**config.mk**
```make
export PLATFORM = sky130hd
export DESIGN_NAME = head_length_tail_deframer_unit_flat
export DESIGN_NICKNAME = d
export VERILOG_FILES = /design/src/sv/hltd_pkg.sv /design/src/sv/hltd_rx_if.sv /design/src/sv/hltd_frame_if.sv /design/src/sv/hltd_datapath.sv /design/src/sv/hltd_ctrl.sv /design/src/sv/head_length_tail_deframer_unit.sv /design/src/flat_wrapper.sv
export SDC_FILE = /design/constraint.sdc
export NUM_CORES = 1
export LEC_CHECK = 0
export BUFFER_PORTS_ARGS = -buffer_cell sky130_fd_sc_hd__buf_2
export CAP_MARGIN = 40
export CORE_MARGIN = 1.5
export CORE_UTILIZATION = 30
export CTS_CLUSTER_DIAMETER = 50
export DETAILED_ROUTE_END_ITERATION = 8
export SLEW_MARGIN = 20
export SYNTH_ARGS = -nofsm -noshare
export SYNTH_HDL_FRONTEND = slang
export SYNTH_HIERARCHICAL = 1
export SYNTH_SLANG_ARGS = --single-unit
```
**constraint.sdc**
```tcl
create_clock -name clk -period 3.66 [get_ports clk]
set_clock_uncertainty 0.15 [all_clocks]
set_input_delay 0.549 -clock clk [delete_from_list [all_inputs] [get_ports clk]]
set_output_delay 0.549 -clock clk [all_outputs]
set_load 0.01 [all_outputs]
```
**src/sv/hltd_pkg.sv**
```systemverilog
`timescale 1ns / 1ps
// Shared types and constants for the head/length/tail deframer.
// No dependencies.
package hltd_pkg;

	localparam int DEPTH_DEF  = 64;
	localparam int FILL_W     = 7;
	localparam int LEN_FLOOR  = 4;
	localparam int CFG_IDX_W  = 2;
	localparam int CFG_DATA_W = 8;

	localparam logic [CFG_IDX_W-1:0] REG_HEAD = 2'd0;
	localparam logic [CFG_IDX_W-1:0] REG_TAIL = 2'd1;
	localparam logic [CFG_IDX_W-1:0] REG_MIN  = 2'd2;
	localparam logic [CFG_IDX_W-1:0] REG_MAX  = 2'd3;

	localparam logic [7:0]        HEAD_RST = 8'h5A;
	localparam logic [7:0]        TAIL_RST = 8'hA5;
	localparam logic [FILL_W-1:0] MIN_RST  = 7'd4;
	localparam logic [FILL_W-1:0] MAX_RST  = 7'd64;

	typedef enum logic [2:0] {
		ST_IDLE,
		ST_REPLAY_RD,
		ST_REPLAY_EV,
		ST_EMIT_RD,
		ST_EMIT_OUT
	} state_t;

	typedef struct packed {
		logic eval_in;
		logic eval_rd;
		logic rd_replay;
		logic rd_emit;
		logic emit_adv;
	} cmd_t;

	typedef struct packed {
		logic fail;
		logic done;
		logic replay_empty;
		logic emit_last;
	} stat_t;

endpackage

```
**src/sv/hltd_rx_if.sv**
```systemverilog
`timescale 1ns / 1ps
// Input channel: one received word per handshake.
// No dependencies.
interface hltd_rx_if;
	logic       valid;
	logic       ready;
	logic [7:0] rx_byte;
	logic [7:0] conn_id;

	modport source (output valid, output rx_byte, output conn_id, input ready);
	modport sink (input valid, input rx_byte, input conn_id, output ready);
endinterface

```
**src/sv/hltd_frame_if.sv**
```systemverilog
`timescale 1ns / 1ps
// Output channel: one frame word per handshake.
// No dependencies.
interface hltd_frame_if;
	logic       valid;
	logic       ready;
	logic [7:0] frame_byte;
	logic       last;
	logic [6:0] frame_length;
	logic [7:0] out_conn_id;

	modport source (output valid, output frame_byte, output last, output frame_length,
		output out_conn_id, input ready);
	modport sink (input valid, input frame_byte, input last, input frame_length,
		input out_conn_id, output ready);
endinterface

```
**src/sv/hltd_datapath.sv**
```systemverilog
`timescale 1ns / 1ps
// Datapath: config registers, circular frame store, frame tracking, emit pointer.
// Depends on hltd_pkg.
module hltd_datapath import hltd_pkg::*; #(
	parameter int STORE_DEPTH = DEPTH_DEF
) (
	input  logic                  clk,
	input  logic                  arst_n,
	input  logic                  wr_en,
	input  logic [CFG_IDX_W-1:0]  wr_index,
	input  logic [CFG_DATA_W-1:0] wr_data,
	input  logic [7:0]            rx_byte,
	input  logic [7:0]            conn_id,
	input  cmd_t                  cmd,
	output stat_t                 stat,
	output logic [7:0]            frame_byte,
	output logic                  last,
	output logic [FILL_W-1:0]     frame_length,
	output logic [7:0]            out_conn_id
);

	localparam int PTR_W = $clog2(STORE_DEPTH);

	function automatic logic [PTR_W-1:0] ptr_inc(input logic [PTR_W-1:0] p);
		return (p == PTR_W'(STORE_DEPTH - 1)) ? '0 : p + 1'b1;
	endfunction

	logic [7:0]        mem [STORE_DEPTH];
	logic [7:0]        rdata_q;
	logic [7:0]        head_q;
	logic [7:0]        tail_q;
	logic [FILL_W-1:0] min_q;
	logic [FILL_W-1:0] max_q;
	logic [PTR_W-1:0]  wr_q;
	logic [PTR_W-1:0]  rd_q;
	logic [PTR_W-1:0]  base_q;
	logic [PTR_W-1:0]  ep_q;
	logic [FILL_W-1:0] fill_q;
	logic [FILL_W-1:0] flen_q;
	logic [FILL_W-1:0] ek_q;
	logic [7:0]        len_hi_q;
	logic [7:0]        conn_q;
	logic              collecting_q;

	logic [7:0]        byte_c;
	logic [PTR_W-1:0]  pos_c;
	logic [FILL_W-1:0] nfill_c;
	logic [15:0]       len_c;
	logic              ev_c;
	logic              head_hit_c;
	logic              len_bad_c;
	logic              check_len_c;
	logic              tail_chk_c;
	logic              fail_c;
	logic              done_c;
	logic              keep_c;

	always_comb begin
		ev_c        = cmd.eval_in | cmd.eval_rd;
		byte_c      = cmd.eval_rd ? rdata_q : rx_byte;
		pos_c       = cmd.eval_rd ? rd_q : wr_q;
		nfill_c     = fill_q + 1'b1;
		len_c       = {len_hi_q, byte_c};
		head_hit_c  = !collecting_q && (byte_c == head_q);
		keep_c      = head_hit_c || collecting_q;
		len_bad_c   = (len_c < 16'(LEN_FLOOR)) || (len_c < {9'b0, min_q}) ||
			(len_c > {9'b0, max_q}) || (len_c > 16'(STORE_DEPTH));
		check_len_c = collecting_q && (nfill_c == FILL_W'(3));
		tail_chk_c  = collecting_q && (nfill_c > FILL_W'(3)) && (nfill_c == flen_q);
		fail_c      = (check_len_c && len_bad_c) || (tail_chk_c && (byte_c != tail_q));
		done_c      = tail_chk_c && (byte_c == tail_q);
	end

	assign stat.fail         = fail_c;
	assign stat.done         = done_c;
	assign stat.replay_empty = (rd_q == wr_q);
	assign stat.emit_last    = (ek_q == flen_q - 1'b1);

	assign frame_byte   = rdata_q;
	assign last         = stat.emit_last;
	assign frame_length = flen_q;
	assign out_conn_id  = conn_q;

	always_ff @(posedge clk) begin
		if (cmd.eval_in) begin
			mem[wr_q] <= rx_byte;
		end
		if (cmd.rd_replay) begin
			rdata_q <= mem[rd_q];
		end else if (cmd.rd_emit) begin
			rdata_q <= mem[ep_q];
		end
		if (ev_c && collecting_q && (nfill_c == FILL_W'(2))) begin
			len_hi_q <= byte_c;
		end
		if (cmd.eval_in) begin
			conn_q <= conn_id;
		end
	end

	always_ff @(posedge clk or negedge arst_n) begin
		if (!arst_n) begin
			head_q       <= HEAD_RST;
			tail_q       <= TAIL_RST;
			min_q        <= MIN_RST;
			max_q        <= MAX_RST;
			wr_q         <= '0;
			rd_q         <= '0;
			base_q       <= '0;
			ep_q         <= '0;
			fill_q       <= '0;
			flen_q       <= '0;
			ek_q         <= '0;
			collecting_q <= 1'b0;
		end else begin
			if (wr_en) begin
				case (wr_index)
					REG_HEAD: head_q <= wr_data;
					REG_TAIL: tail_q <= wr_data;
					REG_MIN:  min_q  <= wr_data[FILL_W-1:0];
					REG_MAX:  max_q  <= wr_data[FILL_W-1:0];
					default:  ;
				endcase
			end
			if (ev_c) begin
				if (!collecting_q) begin
					if (head_hit_c) begin
						collecting_q <= 1'b1;
						fill_q       <= FILL_W'(1);
						base_q       <= pos_c;
					end
				end else begin
					fill_q <= nfill_c;
					if (check_len_c && !len_bad_c) begin
						flen_q <= len_c[FILL_W-1:0];
					end
					if (fail_c || done_c) begin
						collecting_q <= 1'b0;
					end
				end
				if (cmd.eval_in && keep_c) begin
					wr_q <= ptr_inc(wr_q);
				end
				// replay restarts just past the failed head
				if (fail_c) begin
					rd_q <= ptr_inc(base_q);
				end else if (cmd.eval_in) begin
					rd_q <= keep_c ? ptr_inc(wr_q) : wr_q;
				end else begin
					rd_q <= ptr_inc(rd_q);
				end
				if (done_c) begin
					ep_q <= base_q;
					ek_q <= '0;
				end
			end
			if (cmd.emit_adv) begin
				ep_q <= ptr_inc(ep_q);
				ek_q <= ek_q + 1'b1;
			end
		end
	end

endmodule

```
**src/sv/hltd_ctrl.sv**
```systemverilog
`timescale 1ns / 1ps
// Controller: sequences word intake, replay of stored words and frame emission.
// Depends on hltd_pkg.
module hltd_ctrl import hltd_pkg::*; (
	input  logic  clk,
	input  logic  arst_n,
	input  logic  in_valid,
	output logic  in_ready,
	output logic  out_valid,
	input  logic  out_ready,
	output cmd_t  cmd,
	input  stat_t stat
);

	state_t state_q;
	state_t state_d;

	always_ff @(posedge clk or negedge arst_n) begin
		if (!arst_n) begin
			state_q <= ST_IDLE;
		end else begin
			state_q <= state_d;
		end
	end

	always_comb begin
		state_d   = state_q;
		cmd       = '0;
		in_ready  = 1'b0;
		out_valid = 1'b0;
		case (state_q)
			ST_IDLE: begin
				in_ready = 1'b1;
				if (in_valid) begin
					cmd.eval_in = 1'b1;
					if (stat.done) begin
						state_d = ST_EMIT_RD;
					end else if (stat.fail) begin
						state_d = ST_REPLAY_RD;
					end
				end
			end
			ST_REPLAY_RD: begin
				if (stat.replay_empty) begin
					state_d = ST_IDLE;
				end else begin
					cmd.rd_replay = 1'b1;
					state_d       = ST_REPLAY_EV;
				end
			end
			ST_REPLAY_EV: begin
				cmd.eval_rd = 1'b1;
				state_d     = stat.done ? ST_EMIT_RD : ST_REPLAY_RD;
			end
			ST_EMIT_RD: begin
				cmd.rd_emit = 1'b1;
				state_d     = ST_EMIT_OUT;
			end
			ST_EMIT_OUT: begin
				out_valid = 1'b1;
				if (out_ready) begin
					cmd.emit_adv = 1'b1;
					state_d      = stat.emit_last ? ST_REPLAY_RD : ST_EMIT_RD;
				end
			end
			default: begin
				state_d = ST_IDLE;
			end
		endcase
	end

endmodule

```
**src/sv/head_length_tail_deframer_unit.sv**
```systemverilog
`timescale 1ns / 1ps
// Input words are taken at one word per cycle while no frame is emitted or replayed. A
// completed frame is emitted word by word: each word is read from the store (ST_EMIT_RD),
// then offered (ST_EMIT_OUT) until taken; ST_REPLAY_RD then precedes the next input word.
// After a failed frame, each stored word after the failed head is rescanned by a store read
// (ST_REPLAY_RD) and an evaluation (ST_REPLAY_EV), until ST_REPLAY_RD finds the store empty.
// Reset returns to hunting with default config; the store needs no clearing pass.
module head_length_tail_deframer_unit import hltd_pkg::*; #(
	parameter int STORE_DEPTH = DEPTH_DEF
) (
	input  logic                  clk,
	input  logic                  arst_n,
	hltd_rx_if.sink               stream,
	hltd_frame_if.source          frame,
	input  logic                  wr_en,
	input  logic [CFG_IDX_W-1:0]  wr_index,
	input  logic [CFG_DATA_W-1:0] wr_data
);

	cmd_t  cmd;
	stat_t stat;

	hltd_ctrl u_ctrl (
		.clk       (clk),
		.arst_n    (arst_n),
		.in_valid  (stream.valid),
		.in_ready  (stream.ready),
		.out_valid (frame.valid),
		.out_ready (frame.ready),
		.cmd       (cmd),
		.stat      (stat)
	);

	hltd_datapath #(
		.STORE_DEPTH (STORE_DEPTH)
	) u_datapath (
		.clk          (clk),
		.arst_n       (arst_n),
		.wr_en        (wr_en),
		.wr_index     (wr_index),
		.wr_data      (wr_data),
		.rx_byte      (stream.rx_byte),
		.conn_id      (stream.conn_id),
		.cmd          (cmd),
		.stat         (stat),
		.frame_byte   (frame.frame_byte),
		.last         (frame.last),
		.frame_length (frame.frame_length),
		.out_conn_id  (frame.out_conn_id)
	);

endmodule

```
**src/flat_wrapper.sv**
```systemverilog
// flat-port wrapper written by rule: the top's interface ports become plain ports
module head_length_tail_deframer_unit_flat import hltd_pkg::*;
#(
	parameter int STORE_DEPTH = DEPTH_DEF
)
  (clk, arst_n, wr_en, wr_index, wr_data, stream_valid, stream_rx_byte, stream_conn_id, stream_ready, frame_valid, frame_frame_byte, frame_last, frame_frame_length, frame_out_conn_id, frame_ready);
  hltd_rx_if stream_i ();
  hltd_frame_if frame_i ();
  input  logic clk;
  input  logic arst_n;
  input  logic wr_en;
  input  logic [CFG_IDX_W-1:0] wr_index;
  input  logic [CFG_DATA_W-1:0] wr_data;
  input wire logic [$bits(stream_i.valid)-1:0] stream_valid;
  input wire logic [$bits(stream_i.rx_byte)-1:0] stream_rx_byte;
  input wire logic [$bits(stream_i.conn_id)-1:0] stream_conn_id;
  output wire logic [$bits(stream_i.ready)-1:0] stream_ready;
  output wire logic [$bits(frame_i.valid)-1:0] frame_valid;
  output wire logic [$bits(frame_i.frame_byte)-1:0] frame_frame_byte;
  output wire logic [$bits(frame_i.last)-1:0] frame_last;
  output wire logic [$bits(frame_i.frame_length)-1:0] frame_frame_length;
  output wire logic [$bits(frame_i.out_conn_id)-1:0] frame_out_conn_id;
  input wire logic [$bits(frame_i.ready)-1:0] frame_ready;
  assign stream_i.valid = stream_valid;
  assign stream_i.rx_byte = stream_rx_byte;
  assign stream_i.conn_id = stream_conn_id;
  assign stream_ready = stream_i.ready;
  assign frame_valid = frame_i.valid;
  assign frame_frame_byte = frame_i.frame_byte;
  assign frame_last = frame_i.last;
  assign frame_frame_length = frame_i.frame_length;
  assign frame_out_conn_id = frame_i.out_conn_id;
  assign frame_i.ready = frame_ready;
  head_length_tail_deframer_unit #(.STORE_DEPTH(STORE_DEPTH)) u_core (.clk(clk), .arst_n(arst_n), .stream(stream_i), .frame(frame_i), .wr_en(wr_en), .wr_index(wr_index), .wr_data(wr_data));
endmodule
```
==> reports/results.ini <==
[timing]
setup-tns-final_ns=0
maxSlewHeadroom=0.414
fmax_ghz=0.284
fin_ws_ns=0.143
slew_viol_final=0
worst_pin_slew_ns=0.879
finalCritPeriodShare=0.961
finalHoldViolCount=0
holdWs_ns=0.0320
setup_violations=0
min_period_ns=3.52

[critical_path]
r2r_slack_ns=0.24
worstReg2RegStart=u_core/u_ctrl/state_q[0]
arrival_ns=2.82
r2r_end=u_core/u_datapath/rd_q[2]
critPathLaunchType=flop
cpMaxStageDelayCell=or4_1
worst-path-max-fanout=5
reg2reg_depth=13
critPathKind=flop to primary output
crit_required_ns=2.96
max_stage_delay_ns=0.49
end_kind=primary output
path_cells=inv_1, ha_1, xnor2_1, or4_1, a221oi_1, buf_2

[clock_network]
cts_max_path_buffers=3
clk_pin_slew_ns=0.06
h-tree-depth=3
clk_latency_ns=0.65
cts-root-buf=clkbuf_16
cts_buffers=76
cts_tree=built
clock-sinks=615

[power]
irDropWorstVdd_mv=0.431
power_density_nw_per_um2=657
p_leak_nw=11.5

[min_path]
hp-start=wr_data[7]
hold_path_end=u_core/u_datapath/head_q[7]
whs_path_depth=2
hold_class=input port to flop

[yosys]
synthFlopType=edfxtp_1
syn_area_per_cell_um2=18.1
seq_area_frac_synth=0.604
yosysWarnings=6
synth_edf_count=536
syn_inst=1654
netlist.area_leader.share=0.538
yosysTopAreaCell=edfxtp_1
ys_seq_elements=615
synth_area_leaders=edfxtp_1, mux4_2, dfrtp_1, mux2_2, nor2_1
synth-async-reset-ratio=0.128
synth.cell_area_um2=29900
syn_nets=1707
synth_cell_type_count=79

[route]
post_drt_wl_per_cell_um=27.1
drc=0
drt_iter0_markers=1944
finalWirelength_mm=85.5
dr.pass1.iters=7
drt-vias-per-instance=5.51
ant_nets=0
vias=17400

[floorplan]
core.rowCount=115
die_h_um=319
io_pins=57
die_width_um=319
start_util=0.304
core-area_um2=98600
dieArea_um2=102000

[global_routing]
grt_max_degree=66
first_global_vias=17700
overflow=0
grt_pass1_wl_mm=125
antenna_found_initial=5
grtUsageTotal=0.168

[placement]
pre_cts_ws_ns=0.118
dp.cells=3008
dp_hpwl_mm=58.4
place.port_buffers=56
gp_congestion=0.886

[cells_and_area]
syn2layout_area_growth_pct=17.6
register_area_um2=18100
final_cells=3160
fillers=9076
multi_input_area_um2=11200
drive_above_1_share=0.384
final_nets=1862

[status]
status=completed

[run]
drv_cap=0

-- through the flow --
stage	cell area (um^2)	util	power [mW]
floorplan	29900	-	13.1
global placement	32500	0.330	15.6
detailed placement	32600	0.330	15.7
CTS	35200	0.357	23.2
global route	35200	0.357	23.9
finish	35200	0.357	23.1
-- worst max-delay path, delay by kind of cell (launching register included) --
family | cells | cell delay, ns
AOI/OAI and AO/OA | 1 | 0.45
xor gates and xnor gates | 1 | 0.12
adders and majority gates | 1 | 0.32
buffers and inverters | 2 | 0.35
DFF | 1 | 0.46
and+or+nand+nor | 1 | 0.49
-- how the worst max path moves through the flow --
stage | to | from | cells after the start
after detailed placement | u_core/u_ctrl/state_q[0] | u_core/u_ctrl/state_q[0] | 13
after floorplan | u_core/u_datapath/len_hi_q[0] | u_core/u_ctrl/state_q[1] | 8
after global placement | u_core/u_ctrl/state_q[0] | u_core/u_ctrl/state_q[0] | 13
after global routing | u_core/u_ctrl/state_q[0] | u_core/u_ctrl/state_q[0] | 14
final | frame_last | u_core/u_datapath/frame_length[0] | 6
after CTS | u_core/u_ctrl/state_q[0] | u_core/u_ctrl/state_q[0] | 14
-- flip-flops by register name, summed over array words and instances, names as in the netlist, 7 cells and up --
register                        count
u_core/u_datapath/ek_q              7
u_core/u_datapath/frame_byte        8
u_core/u_datapath/frame_length      7
u_core/u_datapath/min_q             7
u_core/u_datapath/mem             512
u_core/u_datapath/max_q             7
u_core/u_datapath/head_q            8
u_core/u_datapath/tail_q            8
u_core/u_datapath/fill_q            7
u_core/u_datapath/len_hi_q          8
u_core/u_datapath/out_conn_id       8
-- cell usage after synthesis (all sizes together) (4+ instances only) --
cell type	n
a211oi	4
a21o	4
a21oi	15
a221o	9
a311oi	5
a31oi	4
and2	9
and3	8
and4	4
buf	57
clkbuf	62
dfrtp	69
dfstp	10
edfxtp	536
ha	22
inv	32
mux2	55
mux2i	32
mux4	320
nand2	72
nand2b	7
nand3	27
nand3b	5
nand4	8
nor2	89
nor2b	5
nor3	17
nor4	10
o21ai	37
o22ai	13
o31ai	6
o41ai	4
or2	8
xnor2	32
xor2	17
-- what timing repair did --
item,4_1_cts,5_1_grt
setup endpoints to repair,0,15
buffers inserted,0,0
resized for setup,0,3
hold endpoints to repair,43,0
hold buffers,10,0
-- cell families (layout without fill, tap and decap cells) --
family | Yosys count | count (layout) | synth area share
AOI/OAI and AO/OA | 127 | 127 | 0.0299
adders and majority gates | 22 | 22 | 0.00919
and+or+nand+nor | 281 | 281 | 0.0463
DFF | 615 | 615 | 0.604
buffers and inverters | 151 | 369 | 0.0217
other | 0 | 1 | 0
xor gates and xnor gates | 51 | 51 | 0.0158
muxes | 407 | 407 | 0.273
-- final cells by class --
class | instances | area share
antenna | 1 | 0.0000711
tap | 1287 | 0.0457
sequential | 615 | 0.514
inverter | 32 | 0.00341
timing repair buffer | 196 | 0.0461
clock buffer | 92 | 0.0563
multi-input combinational | 888 | 0.318
clock inverter | 49 | 0.0156
-- power breakdown --
group          leakage, nW  switching [mW]  internal (mW)
Combinational         4.53            3.66           3.41
Sequential            5.77           0.506           8.00
Clock                 1.22            3.11           4.44
Total                 11.5            7.27           15.8
-- per-layer routing --
layer  vias up  GRT usage  wire length [um]
met5         -          0                39
met4         6     0.0471              2240
met3       123     0.0326              6890
met2       773      0.269             40900
met1      9288      0.232             35500
li1       7225          -                 -
-- placed cells by master, fill, tap and decap left out, types with 5 or more instances in the layout --
master,synthesis,routed
edfxtp_1,536,536
mux4_2,320,320
buf_4,6,110
nor2_1,89,89
clkbuf_16,0,76
nand2_1,71,70
dfrtp_1,69,62
buf_2,24,55
mux2_2,49,49
xnor2_1,32,32
o21ai_0,31,31
inv_1,30,30
mux2i_1,30,30
nand3_1,27,27
ha_1,22,22
buf_12,0,21
nor3_1,17,17
xor2_1,17,17
a21oi_1,15,15
clkbuf_1,62,14
o22ai_1,13,13
clkinv_1,0,10
dlygate4sd3_1,0,10
dfstp_2,10,10
inv_6,0,9
a221o_1,9,9
and2_1,9,8
nand4_1,8,8
clkinv_4,0,7
bufinv_16,0,7
nand2b_1,7,7
nor4_1,7,7
or2_2,7,7
and3_1,7,7
clkinv_2,0,6
o31ai_1,6,6
clkinvlp_4,0,5
a311oi_1,5,5
nor2b_1,5,5
nand3b_1,5,5
Note: power is estimated with default switching activity, not from simulation.
